File: src/mets_pkg.sv
// ----------------------------------------------------------------------------
// mets_pkg
// Shared types, widths and helpers for the escape-time pixel evaluator.
// ----------------------------------------------------------------------------
package mets_pkg;

  // Defaults for the top-level parameters
  localparam int FRAC_BITS_DEF    = 28;
  localparam int PALETTE_SIZE_DEF = 256;
  localparam int COORD_WIDTH_DEF  = 12;
  localparam int QUEUE_DEPTH_DEF  = 2;

  // Fixed field widths
  localparam int FIX_W      = 32;  // Q4.28 coordinate / z word
  localparam int STEP_W     = 31;  // per-pixel increment
  localparam int ITER_W     = 12;  // iteration limit
  localparam int CNT_W      = 13;  // iteration counter, also divider width
  localparam int COLOR_W    = 8;   // palette index
  localparam int CFG_IDX_W  = 3;
  localparam int CFG_DATA_W = 32;

  // Result packing
  localparam int OUT_FIELDS_W = COLOR_W + CNT_W + 1;
  localparam int OUT_W        = ((OUT_FIELDS_W + 7) / 8) * 8;

  // Saturation bounds for the 32-bit fixed-point range
  localparam logic signed [63:0] FIX_MAX = 64'sh0000_0000_7FFF_FFFF;
  localparam logic signed [63:0] FIX_MIN = 64'shFFFF_FFFF_8000_0000;

  // Configuration register map
  typedef enum logic [CFG_IDX_W-1:0] {
    REG_X_MIN    = 3'd0,
    REG_Y_MIN    = 3'd1,
    REG_X_STEP   = 3'd2,
    REG_Y_STEP   = 3'd3,
    REG_MAX_ITER = 3'd4
  } cfg_reg_t;

  // View window handed to the front end
  typedef struct packed {
    logic signed [FIX_W-1:0] x_min;
    logic signed [FIX_W-1:0] y_min;
    logic [STEP_W-1:0]       x_step;
    logic [STEP_W-1:0]       y_step;
  } window_t;

  // One queued point c
  typedef struct packed {
    logic signed [FIX_W-1:0] c_re;
    logic signed [FIX_W-1:0] c_im;
  } cpoint_t;

  // Divider request / response
  typedef struct packed {
    logic             start;
    logic [CNT_W-1:0] dividend;
    logic [CNT_W-1:0] divisor;
  } div_req_t;

  typedef struct packed {
    logic             done;
    logic [CNT_W-1:0] quo;
  } div_rsp_t;

  // Clamp a wide signed value into the 32-bit fixed-point range
  function automatic logic signed [FIX_W-1:0] sat_fix(input logic signed [63:0] v);
    logic signed [FIX_W-1:0] res;
    if (v > FIX_MAX) begin
      res = FIX_MAX[FIX_W-1:0];
    end else if (v < FIX_MIN) begin
      res = FIX_MIN[FIX_W-1:0];
    end else begin
      res = v[FIX_W-1:0];
    end
    return res;
  endfunction

endpackage

File: src/mets_fifo.sv
// ----------------------------------------------------------------------------
// mets_fifo
// Small register queue of points between the front end and the iteration core.
// ----------------------------------------------------------------------------
module mets_fifo #(
  parameter int DEPTH = mets_pkg::QUEUE_DEPTH_DEF
) (
  input  logic              clk,
  input  logic              rst_n,
  input  logic              wr_valid,
  output logic              wr_ready,
  input  mets_pkg::cpoint_t wr_data,
  output logic              rd_valid,
  input  logic              rd_ready,
  output mets_pkg::cpoint_t rd_data
);

  localparam int PTR_W = (DEPTH > 1) ? $clog2(DEPTH) : 1;
  localparam int LVL_W = $clog2(DEPTH + 1);

  mets_pkg::cpoint_t mem_r [DEPTH];
  logic [PTR_W-1:0]  wr_ptr_r;
  logic [PTR_W-1:0]  rd_ptr_r;
  logic [LVL_W-1:0]  level_r;
  logic              push;
  logic              pop;

  assign wr_ready = level_r != LVL_W'(DEPTH);
  assign rd_valid = level_r != '0;
  assign rd_data  = mem_r[rd_ptr_r];
  assign push     = wr_valid && wr_ready;
  assign pop      = rd_valid && rd_ready;

  // pointers and fill level
  always_ff @(posedge clk) begin
    if (!rst_n) begin
      wr_ptr_r <= '0;
      rd_ptr_r <= '0;
      level_r  <= '0;
    end else begin
      if (push) begin
        wr_ptr_r <= (wr_ptr_r == PTR_W'(DEPTH - 1)) ? '0 : wr_ptr_r + 1'b1;
      end
      if (pop) begin
        rd_ptr_r <= (rd_ptr_r == PTR_W'(DEPTH - 1)) ? '0 : rd_ptr_r + 1'b1;
      end
      if (push && !pop) begin
        level_r <= level_r + 1'b1;
      end else if (pop && !push) begin
        level_r <= level_r - 1'b1;
      end
    end
  end

  // storage
  always_ff @(posedge clk) begin
    if (push) begin
      mem_r[wr_ptr_r] <= wr_data;
    end
  end

endmodule

File: config.mk
export PLATFORM = sky130hd
export DESIGN_NAME = mets_fifo
export DESIGN_NICKNAME = d
export VERILOG_FILES = /design/src/mets_pkg.sv /design/src/mets_fifo.sv
export SDC_FILE = /design/constraint.sdc
export NUM_CORES = 1
export LEC_CHECK = 0
export ABC_AREA = 1
export BUFFER_PORTS_ARGS = -buffer_cell sky130_fd_sc_hd__clkbuf_2
export CAP_MARGIN = 25
export CORE_AREA = 4 4 102 104
export DETAILED_ROUTE_END_ITERATION = 16
export DIE_AREA = 0 0 106 108
export GPL_TIMING_DRIVEN = 0
export HOLD_SLACK_MARGIN = 0.03
export PLACE_DENSITY = 0.82
export SYNTH_ARGS = -nofsm -noshare
export SYNTH_HDL_FRONTEND = slang
export SYNTH_SLANG_ARGS = --single-unit
File: constraint.sdc
create_clock -name clk -period 12.9 [get_ports clk]
set_clock_uncertainty 0.15 [all_clocks]
set_input_delay 3.225 -clock clk [delete_from_list [all_inputs] [get_ports clk]]
set_output_delay 3.225 -clock clk [all_outputs]
set_load 0.01 [all_outputs]
==> impl_metrics.ini <==
[status]
outcome = completed

[yosys]
yosysMostFrequentCell = edfxtp_1
syn-instance-count = 236
synth_edf_count = 128
synth_mux_area_share_pct = 18.3
ys_seq_area_share_pct = 76.4
synth-xor-area-share_pct = 0
synth_top_area_cell = edfxtp_1
synth_top_area_share_pct = 74.5
ys_ff_latch = 133
yosysUniqueCellTypes = 15
yosysWarnings = 0
synth.avg_cell_area_um2 = 21.9
syn_nets = 305
synth_top_family_by_area = multiplexers
synth_fa_ha_area_share_pct = 0.242
synthTopCellsByArea = edfxtp_1 74%, mux2_4 17%, buf_12 2.3%, dfxtp_1 1.9%, mux2_2 0.87%
synth_commonest_cells = 128 x edfxtp_1, 60 x mux2_4, 9 x nand2_1
yosys.area_share.simple_pct = 1.45
synthArstFlopShare_pct = 0
synth-compound-area-share_pct = 0.436
syn_area_um2 = 5160
synth-main-ff-cell = edfxtp_1

[worst_setup_path]
worst-setup-path-type = reg -> out
slowest_stage = dfxtp_1
worst-path-max-fanout = 10
endpoint_kind = output port
crit_chain = buf_6 > buf_12 > mux2_4 > clkbuf_2
startpoint_type = flip-flop
arrival_ns = 1.66
critPathMaxStageDelay_ns = 0.32
cp.required_ns = 9.52

[clocking]
cts.path.max_buffers = 2
post-cts-setup-buffer-count = 0
root_buffer = clkbuf_8
path_clk_slew_ns = 0.06
cts.repair.resized = 0
cts_tree = built
clk_latency_ns = 0.51
cts.sinks = 133
htreeDepth = 4
postCtsHoldBufs = 0
cts-buffers-inserted = 17

[routing]
drt_iter0_drc = 87
ant_nets = 0
vias = 2591
drc = 0
via_per_inst = 4.82
drt-total-wl_mm = 8.59
firstDrtPassIters = 4
wl_per_cell_um = 16.0

[power]
ir_worst_vdd_mv = 0.108
p_per_area_nw_per_um2 = 202
internal_power_mw = 0.994
pwr-share-comb_pct = 25.4
p_leak_nw = 2.69
power_frac_seq_pct = 42.0
switching_share_pct = 25.9
power.clock.fraction_pct = 32.7
p_total_mw = 1.34
p_sw_mw = 0.347

[flow_run]
max_cap_viol_count = 0

[global_routing]
antenna_found_initial = 0
grt_pass1_vias = 2803
grt_start_max_net_pins = 30
gr-total-overflow = 0
track_usage_pct = 16.1
grt_pass1_wl_mm = 13.7

[timing]
worstMarginPinSlew_ns = 0.638
grt_setup_unrepaired = false
setup_viol_count_final = 0
fin_crit_sh_pct = 39.0
fmax_ghz = 0.199
tns_ns = 0
max-slew-margin-rel_pct = 57.3
period_needed_ns = 5.03
maxSlewViolCount = 0
post-route-worst-setup-slack_ns = 7.87
hold_violations = 0

[layout]
nets = 461
drive_above_1_share_pct = 59.3
diodes = 0
syn2layout_area_growth_pct = 29.0
filler_cell_count = 652

[hold_path]
holdCritPathClass = reg -> reg

[die]
num_rows = 36
die_h_um = 108
io-pin-count = 134
initial_core_util_pct = 54.0
die_area_um2 = 11400
dieWidth_um = 106
core_area_um2 = 9550

[place]
gp_congestion = 0.672
dp_hpwl_mm = 6.07
io_buffers = 133
pre_cts_ws_ns = 7.94
[flip-flops by register name, summed over array words and instances, names as in the netlist, named ones only]
name / cells
level_r: 2
mem_r: 128
rd_ptr_r: 1
wr_ptr_r: 1
[cells in the final DEF (no fill, tap or decap), drive strengths merged]
cell      synthesis  routed
clkbuf            0     150
edfxtp          128     128
mux2             64      64
buf               7      11
nand2             9       9
clkinv            0       9
inv               8       8
nor2              8       8
dfxtp             5       5
clkinvlp          0       4
o21ai             2       2
bufinv            0       2
o21a              1       1
a21oi             1       1
nand3             1       1
nand4             1       1
ha                1       1
[critical path: cells and delay by family, from the launching register on]
kind | cells | cell delay [ns]
DFF | 1 | 0.32
muxes | 1 | 0.31
buffers and inverters | 3 | 0.52
[path summary, 6_finish.rpt]
check / endpoint / depth (start not counted) / from / slack [ns]
setup / recovery: rd_data[13] / 4 / flip-flop / 7.87
hold / removal: flip-flop / 2 / rd_ptr_r$_SDFFE_PN0P_ / 0.38
setup reg to reg: mem_r[0][44]$_DFFE_PP_ / 6 / level_r[0]$_SDFFE_PN0P_ / 10.74
hold reg to reg: flip-flop / 2 / rd_ptr_r$_SDFFE_PN0P_ / 0.38
[per-layer routing]
metal	global-route usage (%)	up-vias	share of wire (%)
met3	6.51	10	6.8
met1	18.5	1264	39
li1	-	1228	-
met5	0	-	0
met4	5.83	0	1.1
met2	27.6	89	53
[final cells by class]
type / instances / area [µm²] / area share [%]
buffer: 7 / 131 / 1.97
clock buffer: 17 / 414 / 6.22
clock inverter: 15 / 140 / 2.10
inverter: 8 / 30.0 / 0.451
multi-input combinational: 88 / 1070 / 16.1
sequential: 133 / 3940 / 59.2
tap: 133 / 166 / 2.50
timing repair buffer: 137 / 761 / 11.4
[metrics by stage]
step           cells  area [µm²]  hold WS (ns)  util [%]
5_1_grt          538        6660         0.431      69.7
3_3_place_gp     502        5990         0.329      62.8
3_5_place_dp     506        6100         0.378      63.9
2_1_floorplan    236        5160         0.317         -
4_1_cts          538        6660         0.380      69.7
6_report         538        6660         0.383      69.7
[power by group through the flow]
stage | sequential (mW) | combinational [mW] | clock [mW]
2_1_floorplan | 0.573 | 0.227 | 0
3_3_place_gp | 0.578 | 0.322 | 0
3_5_place_dp | 0.572 | 0.346 | 0
4_1_cts | 0.564 | 0.347 | 0.449
5_1_grt | 0.569 | 0.366 | 0.472
6_report | 0.563 | 0.340 | 0.438
[cell families after synthesis]
family / after synthesis
flip-flops: 133
adder cells (fa/ha/maj): 1
AO/OA/AOI/OAI: 4
multiplexers: 64
buffers and inverters: 15
AND/OR/NAND/NOR: 19
Note: power is estimated with default switching activity, not from simulation.
