### src/mets_pkg.sv
// ----------------------------------------------------------------------------
// mets_pkg
// Shared types, widths and helpers for the escape-time pixel evaluator.
// ----------------------------------------------------------------------------
package mets_pkg;

  // Defaults for the top-level parameters
  localparam int FRAC_BITS_DEF    = 28;
  localparam int PALETTE_SIZE_DEF = 256;
  localparam int COORD_WIDTH_DEF  = 12;
  localparam int QUEUE_DEPTH_DEF  = 2;

  // Fixed field widths
  localparam int FIX_W      = 32;  // Q4.28 coordinate / z word
  localparam int STEP_W     = 31;  // per-pixel increment
  localparam int ITER_W     = 12;  // iteration limit
  localparam int CNT_W      = 13;  // iteration counter, also divider width
  localparam int COLOR_W    = 8;   // palette index
  localparam int CFG_IDX_W  = 3;
  localparam int CFG_DATA_W = 32;

  // Result packing
  localparam int OUT_FIELDS_W = COLOR_W + CNT_W + 1;
  localparam int OUT_W        = ((OUT_FIELDS_W + 7) / 8) * 8;

  // Saturation bounds for the 32-bit fixed-point range
  localparam logic signed [63:0] FIX_MAX = 64'sh0000_0000_7FFF_FFFF;
  localparam logic signed [63:0] FIX_MIN = 64'shFFFF_FFFF_8000_0000;

  // Configuration register map
  typedef enum logic [CFG_IDX_W-1:0] {
    REG_X_MIN    = 3'd0,
    REG_Y_MIN    = 3'd1,
    REG_X_STEP   = 3'd2,
    REG_Y_STEP   = 3'd3,
    REG_MAX_ITER = 3'd4
  } cfg_reg_t;

  // View window handed to the front end
  typedef struct packed {
    logic signed [FIX_W-1:0] x_min;
    logic signed [FIX_W-1:0] y_min;
    logic [STEP_W-1:0]       x_step;
    logic [STEP_W-1:0]       y_step;
  } window_t;

  // One queued point c
  typedef struct packed {
    logic signed [FIX_W-1:0] c_re;
    logic signed [FIX_W-1:0] c_im;
  } cpoint_t;

  // Divider request / response
  typedef struct packed {
    logic             start;
    logic [CNT_W-1:0] dividend;
    logic [CNT_W-1:0] divisor;
  } div_req_t;

  typedef struct packed {
    logic             done;
    logic [CNT_W-1:0] quo;
  } div_rsp_t;

  // Clamp a wide signed value into the 32-bit fixed-point range
  function automatic logic signed [FIX_W-1:0] sat_fix(input logic signed [63:0] v);
    logic signed [FIX_W-1:0] res;
    if (v > FIX_MAX) begin
      res = FIX_MAX[FIX_W-1:0];
    end else if (v < FIX_MIN) begin
      res = FIX_MIN[FIX_W-1:0];
    end else begin
      res = v[FIX_W-1:0];
    end
    return res;
  endfunction

endpackage

### src/mets_div.sv
// ----------------------------------------------------------------------------
// mets_div
// Radix-2 restoring divider, one quotient bit per cycle.
// ----------------------------------------------------------------------------
module mets_div (
  input  logic               clk,
  input  logic               rst_n,
  input  mets_pkg::div_req_t req,
  output mets_pkg::div_rsp_t rsp
);

  localparam int W      = mets_pkg::CNT_W;
  localparam int STEP_W = $clog2(W);

  logic              busy_r;
  logic              done_r;
  logic [STEP_W-1:0] step_r;
  logic [W-1:0]      quo_r;
  logic [W-1:0]      rem_r;
  logic [W-1:0]      dsr_r;
  logic [W:0]        shifted;
  logic [W+1:0]      trial;

  // shift in next dividend bit and try the subtract
  assign shifted = {rem_r, quo_r[W-1]};
  assign trial   = {1'b0, shifted} - {2'b00, dsr_r};

  always_ff @(posedge clk) begin
    if (!rst_n) begin
      busy_r <= 1'b0;
      done_r <= 1'b0;
    end else begin
      done_r <= 1'b0;
      if (req.start) begin
        busy_r <= 1'b1;
        step_r <= STEP_W'(W - 1);
        quo_r  <= req.dividend;
        rem_r  <= '0;
        dsr_r  <= req.divisor;
      end else if (busy_r) begin
        if (!trial[W+1]) begin
          rem_r <= trial[W-1:0];
          quo_r <= {quo_r[W-2:0], 1'b1};
        end else begin
          rem_r <= shifted[W-1:0];
          quo_r <= {quo_r[W-2:0], 1'b0};
        end
        if (step_r == '0) begin
          busy_r <= 1'b0;
          done_r <= 1'b1;
        end else begin
          step_r <= step_r - 1'b1;
        end
      end
    end
  end

  assign rsp.done = done_r;
  assign rsp.quo  = quo_r;

endmodule

### config.mk
export PLATFORM = sky130hd
export DESIGN_NAME = mets_div
export DESIGN_NICKNAME = d
export VERILOG_FILES = /design/src/mets_pkg.sv /design/src/mets_div.sv
export SDC_FILE = /design/constraint.sdc
export NUM_CORES = 1
export LEC_CHECK = 0
export BUFFER_PORTS_ARGS = -buffer_cell sky130_fd_sc_hd__buf_4
export CAP_MARGIN = 20
export CORE_MARGIN = 8
export CORE_UTILIZATION = 60
export CTS_CLUSTER_DIAMETER = 100
export DETAILED_ROUTE_END_ITERATION = 10
export PLACE_DENSITY = 0.91
export SLEW_MARGIN = 15
export SYNTH_ARGS = -nofsm -noshare
export SYNTH_HDL_FRONTEND = slang
export SYNTH_SLANG_ARGS = --single-unit
### constraint.sdc
create_clock -name clk -period 3.4 [get_ports clk]
set_input_delay 0.34 -clock clk [delete_from_list [all_inputs] [get_ports clk]]
set_output_delay 0.34 -clock clk [all_outputs]
set_load 0.1 [all_outputs]
==> results.md <==
- Commonest cells in the netlist: edfxtp_1 (43), nor2_1 (20), inv_1 (18)
- Maximum root-to-sink buffer count: 2
- Post-Route Setup TNS: 0 ps
- Top-area cell type share of the netlist area: 52.6%
- Worst Skew: 8.05 ps
- WS Path Type: flip-flop to flip-flop
- Antenna Nets Post-Route: 0
- Final hold vios: 0
- Vias/cell: 5.68
- CTS clk-pin slew, worst paths: 90 ps
- GRT Overall Usage: 16.3%
- Max Clock Freq: 0.345 GHz
- Sw frac: 31.5%
- Post-synthesis net count: 244
- EDFF count, synth: 43
- Die area: 6400 um^2
- Number of global-route vias before repair: 1740
- Sequential area share after synthesis: 54.2%
- DRT Wirelength: 4910 um
- Area Overhead vs Synth: 17.7%
- FP Rows: 23
- Status: finished clean
- H-tree depth: 2
- Rel. slew slack: 42.1%
- Final Non-Filler Cells: 295
- Crit path launch type: flip-flop
- Sequential power share: 47.2%
- Starting Density: 61.8%
- Die Span X: 80.0 um
- Proportion of power drawn by the clock network: 23.6%
- Ports: 43
- Gpl congestion: 0.814
- Cts hold-fix bufs: 0
- Worst skew pair latency: 300 ps
- Pre-CTS setup slack: 537 ps
- Post-Syn Instances: 200
- Detailed-route wire length per cell: 16.6 um
- Max FO, Critical Path: 18
- DRC: 0
- P_leak: 1.19 nW
- Post-synth ARST share: 0%
- CTS root buf: clkbuf_8
- I/O Buffers: 42
- CTS tree: built
- Post-layout min period: 2900 ps
- Int Power: 998 uW
- Worst hold path type: primary input to flip-flop
- Mapped Area: 2460 um^2
- Initial antenna violation count: 0
- Placed Area: 2800 um^2
- DRT Pass-1 Iters: 5
- Core ar.: 3970 um^2
- Worst setup margin: 503 ps
- Crit path cell chain: inv_1, ha_1, fa_1, nand2b_1, a21oi_2, o211ai_2, a41o_1, and2_0, o21a_1
- Measured slew at the worst slew-check pin: 868 ps
- Yosys warns: 0
- Ratio of final minimum period to clock period: 85.2%
- Max IR drop VDD: 413 uV
- Main flop type after synthesis: edfxtp_1
- Slowest stage delay, CP: 560 ps
- Max-slew violation count: 0
- Post-CTS Setup Repair Bufs: 0
- Num Clock Sinks: 45
- Final instance area: 2890 um^2
- Synth area leaders: edfxtp_1 (53%), ha_1 (7.1%), mux2_2 (5.5%), xnor2_1 (3.2%), nor2_1 (3.1%)
- Avg Synthesized Cell Area: 12.3 um^2
- Max-cap viol count: 0
- Cell at the slowest stage of the critical path: a41o_1
- CP Capture Type: flip-flop
- Vias: 1675
- CTS Buf Count: 5
- Post-CTS sizing: 0
- Setup-failing EPs final: 0
- Worst path arrival time: 2950 ps
- FF+latch count, synth: 45
- Detailed Route Iter0 Violations: 157
- Fin nets: 288
- Total gr overflow: 0
- RSZ-0062 raised after global routing: false
- Placed insts: 287
- Post-DP HPWL: 3550 um
- Gate power share: 29.2%
- Sw power: 460 uW
- Reg2Reg Setup Slack: 500 ps
- Yosys cell types: 37
- Largest net degree at the start of global routing: 30
- Ant. Diodes: 0
- PD cells: 505 nW/um^2
- Ratio of cells with drive above 1 in the final layout: 28.6%
- CP required: 3450 ps
- Yosys top cell by area: edfxtp_1
- First-pass GRT wire length: 8110 um
- Top-count cell post-synth: edfxtp_1
- Die Y: 80.0 um
## layer usage
metal  GRT usage (%)  up-vias  share of wire [%]
li1                -      814                  -
met1            19.7      805                 42
met2            25.5       51                 49
met3            6.87        5                7.8
met4            5.45        0                1.2
met5               0        -                  0
## cell families after synthesis
family / after synthesis / share of synthesized area [%]
AND/OR/NAND/NOR: 47 / 8.92
flip-flops: 45 / 54.2
multiplexers: 19 / 8.35
adder cells (fa/ha/maj): 15 / 7.95
XOR/XNOR: 9 / 3.21
buffers and inverters: 24 / 4.58
AO/OA/AOI/OAI: 41 / 12.8
## layout make-up
class / count / area (um^2)
sequential: 45 / 1330
fill: 271 / 1080
multi-input combinational: 131 / 1010
timing repair buffer: 43 / 323
clock buffer: 7 / 86.3
inverter: 18 / 67.6
tap: 50 / 62.6
clock inverter: 1 / 7.51
## cells in the final DEF (no fill, tap or decap), types with 2 or more instances in the layout
cell and n:
nor3_1 5, mux2i_1 7, dfxtp_1 2, ha_1 14
o21ai_0 6, a21o_1 4, o41ai_2 2, nand3_1 4
edfxtp_1 43, nor2b_1 3, a21boi_0 2, nand2_1 6
buf_4 43, o21a_1 6, mux2_2 12, nand2b_1 4
a21oi_1 10, inv_1 18, xnor2_1 9, nor2_1 20
o211ai_1 2, clkbuf_8 6, a211oi_2 3
## critical path, delay by kind of cell (launching register included)
| family | cells | cell delay [ps] |
|---|---|---|
| adders and majority gates | 2 | 650 |
| buffers and inverters | 1 | 70 |
| and+or+nand+nor | 2 | 500 |
| AOI/OAI and AO/OA | 4 | 1090 |
| DFF | 1 | 350 |
## final timing paths
kind | start | to | depth (start not counted)
hold / removal | req[7] | dsr_r[7]$_DFFE_PP_ | 1
setup reg to reg | quo_r[12]$_DFFE_PP_ | rem_r[10]$_SDFFCE_PP0P_ | 9
setup / recovery | quo_r[12]$_DFFE_PP_ | rem_r[10]$_SDFFCE_PP0P_ | 9
hold reg to reg | busy_r$_SDFF_PN0_ | done_r$_SDFF_PP0_ | 2
## per-stage QoR
step	total power [mW]	hold WS [ps]	utilization, %
floorplan	1.04	415	-
global placement	1.10	425	70.4
detailed placement	1.12	432	70.4
CTS	1.46	202	72.8
global route	1.53	194	72.8
finish	1.46	209	72.8
## power by group through the flow
| stage | logic (mW) | clock network, mW | registers, mW |
|---|---|---|---|
| after detailed placement | 0.424 | 0 | 0.700 |
| after global placement | 0.407 | 0 | 0.698 |
| after floorplan | 0.270 | 0 | 0.768 |
| final | 0.426 | 0.344 | 0.688 |
| after global routing | 0.463 | 0.375 | 0.693 |
| after CTS | 0.427 | 0.349 | 0.688 |
## sequential cells by signal, indices dropped and copies added (netlist names)
name,flops
done_r,1
dsr_r,13
rem_r,13
busy_r,1
step_r,4
quo_r,13
No activity file was read; power rests on OpenSTA's default activity.
