[src/mets_pkg.sv]
// ----------------------------------------------------------------------------
// mets_pkg
// Shared types, widths and helpers for the escape-time pixel evaluator.
// ----------------------------------------------------------------------------
package mets_pkg;

  // Defaults for the top-level parameters
  localparam int FRAC_BITS_DEF    = 28;
  localparam int PALETTE_SIZE_DEF = 256;
  localparam int COORD_WIDTH_DEF  = 12;
  localparam int QUEUE_DEPTH_DEF  = 2;

  // Fixed field widths
  localparam int FIX_W      = 32;  // Q4.28 coordinate / z word
  localparam int STEP_W     = 31;  // per-pixel increment
  localparam int ITER_W     = 12;  // iteration limit
  localparam int CNT_W      = 13;  // iteration counter, also divider width
  localparam int COLOR_W    = 8;   // palette index
  localparam int CFG_IDX_W  = 3;
  localparam int CFG_DATA_W = 32;

  // Result packing
  localparam int OUT_FIELDS_W = COLOR_W + CNT_W + 1;
  localparam int OUT_W        = ((OUT_FIELDS_W + 7) / 8) * 8;

  // Saturation bounds for the 32-bit fixed-point range
  localparam logic signed [63:0] FIX_MAX = 64'sh0000_0000_7FFF_FFFF;
  localparam logic signed [63:0] FIX_MIN = 64'shFFFF_FFFF_8000_0000;

  // Configuration register map
  typedef enum logic [CFG_IDX_W-1:0] {
    REG_X_MIN    = 3'd0,
    REG_Y_MIN    = 3'd1,
    REG_X_STEP   = 3'd2,
    REG_Y_STEP   = 3'd3,
    REG_MAX_ITER = 3'd4
  } cfg_reg_t;

  // View window handed to the front end
  typedef struct packed {
    logic signed [FIX_W-1:0] x_min;
    logic signed [FIX_W-1:0] y_min;
    logic [STEP_W-1:0]       x_step;
    logic [STEP_W-1:0]       y_step;
  } window_t;

  // One queued point c
  typedef struct packed {
    logic signed [FIX_W-1:0] c_re;
    logic signed [FIX_W-1:0] c_im;
  } cpoint_t;

  // Divider request / response
  typedef struct packed {
    logic             start;
    logic [CNT_W-1:0] dividend;
    logic [CNT_W-1:0] divisor;
  } div_req_t;

  typedef struct packed {
    logic             done;
    logic [CNT_W-1:0] quo;
  } div_rsp_t;

  // Clamp a wide signed value into the 32-bit fixed-point range
  function automatic logic signed [FIX_W-1:0] sat_fix(input logic signed [63:0] v);
    logic signed [FIX_W-1:0] res;
    if (v > FIX_MAX) begin
      res = FIX_MAX[FIX_W-1:0];
    end else if (v < FIX_MIN) begin
      res = FIX_MIN[FIX_W-1:0];
    end else begin
      res = v[FIX_W-1:0];
    end
    return res;
  endfunction

endpackage

[src/mets_front.sv]
// ----------------------------------------------------------------------------
// mets_front
// Maps a pixel coordinate to the complex point c and pushes it to the queue.
// ----------------------------------------------------------------------------
module mets_front #(
  parameter int COORD_WIDTH = mets_pkg::COORD_WIDTH_DEF
) (
  input  logic                  clk,
  input  logic                  rst_n,
  input  logic                  in_valid,
  output logic                  in_ready,
  input  logic [COORD_WIDTH-1:0] pixel_x,
  input  logic [COORD_WIDTH-1:0] pixel_y,
  input  mets_pkg::window_t     win,
  output logic                  q_valid,
  input  logic                  q_ready,
  output mets_pkg::cpoint_t     q_data
);

  localparam int PX_W   = COORD_WIDTH + 1;
  localparam int PROD_W = PX_W + mets_pkg::STEP_W;
  localparam int SUM_W  = PROD_W + 2;

  logic              s1_valid_r;
  logic [PROD_W-1:0] prod_re_r;
  logic [PROD_W-1:0] prod_im_r;
  logic [PX_W-1:0]   px_inc;
  logic signed [SUM_W-1:0] sum_re;
  logic signed [SUM_W-1:0] sum_im;

  // column index carries the one-step offset
  assign px_inc   = {1'b0, pixel_x} + PX_W'(1);
  assign in_ready = !s1_valid_r || q_ready;

  // stage 1: products
  always_ff @(posedge clk) begin
    if (!rst_n) begin
      s1_valid_r <= 1'b0;
    end else if (in_ready) begin
      s1_valid_r <= in_valid;
    end
  end

  always_ff @(posedge clk) begin
    if (in_ready && in_valid) begin
      prod_re_r <= PROD_W'(px_inc) * PROD_W'(win.x_step);
      prod_im_r <= PROD_W'(pixel_y) * PROD_W'(win.y_step);
    end
  end

  // stage 2: offset add and clamp, straight into the queue
  assign sum_re = SUM_W'($signed(win.x_min)) + $signed({2'b00, prod_re_r});
  assign sum_im = SUM_W'($signed(win.y_min)) + $signed({2'b00, prod_im_r});

  assign q_valid     = s1_valid_r;
  assign q_data.c_re = mets_pkg::sat_fix(64'(sum_re));
  assign q_data.c_im = mets_pkg::sat_fix(64'(sum_im));

endmodule

[config.mk]
export PLATFORM = sky130hd
export DESIGN_NAME = mets_front
export DESIGN_NICKNAME = d
export VERILOG_FILES = /design/src/mets_pkg.sv /design/src/mets_front.sv
export SDC_FILE = /design/constraint.sdc
export NUM_CORES = 2
export LEC_CHECK = 0
export CAP_MARGIN = 0
export CELL_PAD_IN_SITES_DETAIL_PLACEMENT = 1
export CELL_PAD_IN_SITES_GLOBAL_PLACEMENT = 1
export CORE_MARGIN = 3
export CORE_UTILIZATION = 52
export DETAILED_ROUTE_END_ITERATION = 10
export DONT_BUFFER_PORTS = 1
export GPL_TIMING_DRIVEN = 0
export PLACE_DENSITY_LB_ADDON = 0.1
export SYNTH_ARGS = -nofsm -noshare
export SYNTH_HDL_FRONTEND = slang
export SYNTH_SLANG_ARGS = --single-unit
export TNS_END_PERCENT = 30
[constraint.sdc]
create_clock -name clk -period 8.76 [get_ports clk]
set_input_delay 0.876 -clock clk [delete_from_list [all_inputs] [get_ports clk]]
set_output_delay 0.876 -clock clk [all_outputs]
set_load 0.03 [all_outputs]
==> load_flow_metrics.sql <==
INSERT INTO impl_metrics (metric_group, metric, value, unit) VALUES
('status', 'run_status', 'complete, no violations', ''),
('setup_path', 'cp.required', '8.90', 'ns'),
('setup_path', 'critical_path.max_fanout', '10', ''),
('global_routing', 'antenna_found_initial', '6', ''),
('floorplanning', 'floorplan.die_area', '64100', 'sq um'),
('setup_path', 'slowest_delay', '0.63', 'ns'),
('final_layout', 'fillerInstances', '7096', ''),
('hold_path', 'whs_endpoint', 'q_valid', ''),
('drt', 'route.detailed.wl_per_inst', '23.5', 'um'),
('sta', 'setup_total_negative_slack', '0', 'ns'),
('clocking', 'cts-htree-levels', '3', ''),
('synthesis', 'post_synthesis_sequential_area_ratio', '8.29', '%'),
('floorplanning', 'core_area', '59700', 'sq um'),
('synthesis', 'post_synth_most_frequent_cells', '657 x sky130_fd_sc_hd__inv_1, 631 x sky130_fd_sc_hd__nand2_1, 611 x sky130_fd_sc_hd__fa_1, 260 x sky130_fd_sc_hd__ha_1, 223 x sky130_fd_sc_hd__and2_1', ''),
('final_layout', 'regArea', '2630', 'sq um'),
('clocking', 'tritoncts.num_buffers', '9', ''),
('floorplanning', 'num_rows', '89', ''),
('drt', 'route.antenna.remaining_nets', '0', ''),
('drt', 'drt_pass1_iterations', '5', ''),
('synthesis', 'synth-main-ff-cell', 'sky130_fd_sc_hd__edfxtp_1', ''),
('hold_path', 'hold_path.startpoint', 'rst_n', ''),
('final_layout', 'drive_above_1_share', '1.92', '%'),
('setup_path', 'reg2reg_slack', '6.76', 'ns'),
('setup_path', 'worst-r2r-cell-count', '3', ''),
('sta', 'final_min_period_over_clock_period', '95.5', '%'),
('drt', 'drcViolationCount', '0', ''),
('setup_path', 'worst_path_most_repeated_cell', 'sky130_fd_sc_hd__fa_1', ''),
('global_routing', 'grt_max_degree', '65', ''),
('floorplanning', 'initial_core_util', '53.2', '%'),
('setup_path', 'worstSetupPathType', 'input pin to flop', ''),
('setup_path', 'regToRegStartpoint', 'q_valid', ''),
('setup_path', 'crit_path_end_kind', 'flop', ''),
('setup_path', 'r2r_end', 'prod_re_r[2]', ''),
('sta', 'tightestPinTransition', '1.12', 'ns'),
('drt', 'routed-via-count', '25940', ''),
('sta', 'fin_skew', '0.0133', 'ns'),
('clocking', 'tritoncts_clock_tree', 'built', ''),
('synthesis', 'ys_warn_count', '0', ''),
('global_routing', 'remaining_global_route_overflow', '0', ''),
('floorplanning', 'io-pin-count', '220', ''),
('setup_path', 'worst_setup_path_start_kind', 'input pin', ''),
('synthesis', 'synth_async_sr_flop_share', '0', '%'),
('clocking', 'number_of_sinks_on_the_clock_net', '88', ''),
('placed_design', 'io_buffer_count', '0', ''),
('clocking', 'cts_root_buffer', 'sky130_fd_sc_hd__clkbuf_16', ''),
('sta', 'grt_setup_unrepaired', 'false', ''),
('hold_path', 'whs_path_depth', '1', ''),
('synthesis', 'synth_seq_cells', '88', ''),
('global_routing', 'grt_pass1_wl', '164', 'mm'),
('sta', 'min_tclk_post_route', '8.37', 'ns'),
('synthesis', 'yosysTopAreaCell', 'sky130_fd_sc_hd__fa_1', ''),
('hold_path', 'timing.hold.worst.class', 'input pin to flop', ''),
('global_routing', 'gr_usage_total', '33.5', '%'),
('clocking', 'cts-root-to-sink-buffers', '2', ''),
('sta', 'setup_viol', '0', ''),
('synthesis', 'synthesis.area', '31800', 'sq um'),
('sta', 'maxSlewViolCount', '0', ''),
('synthesis', 'ys_top_cells_by_area', 'sky130_fd_sc_hd__fa_1 39%, sky130_fd_sc_hd__ha_1 10%, sky130_fd_sc_hd__edfxtp_1 8.2%, sky130_fd_sc_hd__inv_1 7.8%, sky130_fd_sc_hd__nand2_1 7.5%', ''),
('setup_path', 'cp.buffers_inverters', '4', ''),
('floorplanning', 'die-width', '253', 'um'),
('setup_path', 'worst_path_dominant_cell_family', 'adder cells', ''),
('setup_path', 'cp.depth', '25', ''),
('setup_path', 'worst_path_max_delay_cell', 'sky130_fd_sc_hd__buf_1', ''),
('sta', 'final_hold_viol_count', '0', ''),
('synthesis', 'syn-num-nets', '4697', ''),
('placed_design', 'hpwl_after_dpl', '90.7', 'mm'),
('drt', 'post_detailed_route_via_to_cell_ratio', '5.81', ''),
('final_layout', 'layout.nets', '4709', ''),
('clocking', 'path_clk_slew', '0.08', 'ns'),
('sta', 'slew_headroom', '23.1', '%'),
('floorplanning', 'die_height', '253', 'um');
## flip-flops by register name (all words and copies together) (netlist names)
signal,count
prod_im_r,43
prod_re_r,44
q_valid,1
## per-stage QoR
step	hold WS [ns]	setup slack [ns]	instances	utilization, %	cell area [sq um]
6_report	0.638	0.395	4468	55.5	33100
5_1_grt	0.636	0.000567	4464	55.5	33100
2_1_floorplan	0.885	1.09	3672	-	31800
4_1_cts	0.624	0.0801	4462	55.4	33100
3_3_place_gp	0.932	-0.149	4445	54.8	32700
3_5_place_dp	0.963	-0.317	4446	54.9	32800
## repair_timing
item / 4_1_cts / 5_1_grt
setup buffers: 0 / 0
hold buffers: 0 / 0
setup endpoints to repair: 0 / 6
resized for setup: 0 / 17
## logic make-up (layout without fill, tap and decap cells)
group	count (synthesis)	in the layout	synth area share (%)
flip-flops	88	88	8.29
AND/OR/NAND/NOR	1161	1161	17.3
AO/OA/AOI/OAI	560	560	11.3
multiplexers	2	2	0.0670
adder cells (fa/ha/maj)	871	871	48.7
buffers and inverters	830	847	9.94
XOR/XNOR	160	160	4.41
other	0	6	0
## worst register-to-register path: stages (launching register included)
cell,delay (ns)
sky130_fd_sc_hd__dfxtp_1,0.42
sky130_fd_sc_hd__nand2b_1,0.36
sky130_fd_sc_hd__and2_4,0.46
sky130_fd_sc_hd__buf_16,0.34
## per-layer routing
layer	vias up	track usage [%]	wire length, um	part of all wire, %
li1	11565	-	-	-
met1	13358	38.5	39200	37
met2	729	60.6	54200	52
met3	282	4.80	5520	5.3
met4	6	17.8	6060	5.8
met5	-	0	45	0.043
## worst max-delay path by stage
| stage | start | to | slack (ns) |
|---|---|---|---|
| floorplan | pixel_x[5] | prod_re_r[41] | 1.09 |
| global placement | pixel_x[5] | prod_re_r[40] | -0.15 |
| detailed placement | pixel_x[5] | prod_re_r[40] | -0.32 |
| CTS | pixel_x[0] | prod_re_r[40] | 0.08 |
| global route | pixel_x[5] | prod_re_r[40] | 0.0006 |
| finish | pixel_x[5] | prod_re_r[40] | 0.39 |
## cells in the final DEF, fill, tap and decap left out, drive strengths merged, types with 54 or more instances in the layout
master  synthesis  layout
inv           657     660
nand2         631     631
fa            611     611
ha            260     260
and2          224     224
a21oi         174     174
clkbuf        162     170
o21ai         144     144
xnor2         102     102
edfxtp         87      87
nor2           84      84
a21o           73      73
xor2           58      58
nor2b          54      54
## final cells by class
class                   instances  share of cell area, %
inverters                     657                   7.45
repair buffers                  1                 0.0831
diodes                          6                 0.0453
plain buffers                 173                   2.12
flip-flops and latches         88                   7.95
clock buffers                   9                  0.680
multi-input cells            2754                   78.5
clock inverters                 7                  0.306
well taps                     773                   2.92
Power is left out: the tool's default activity adds up to more than one toggle a clock period on the data nets, which glitch-free logic cannot reach.
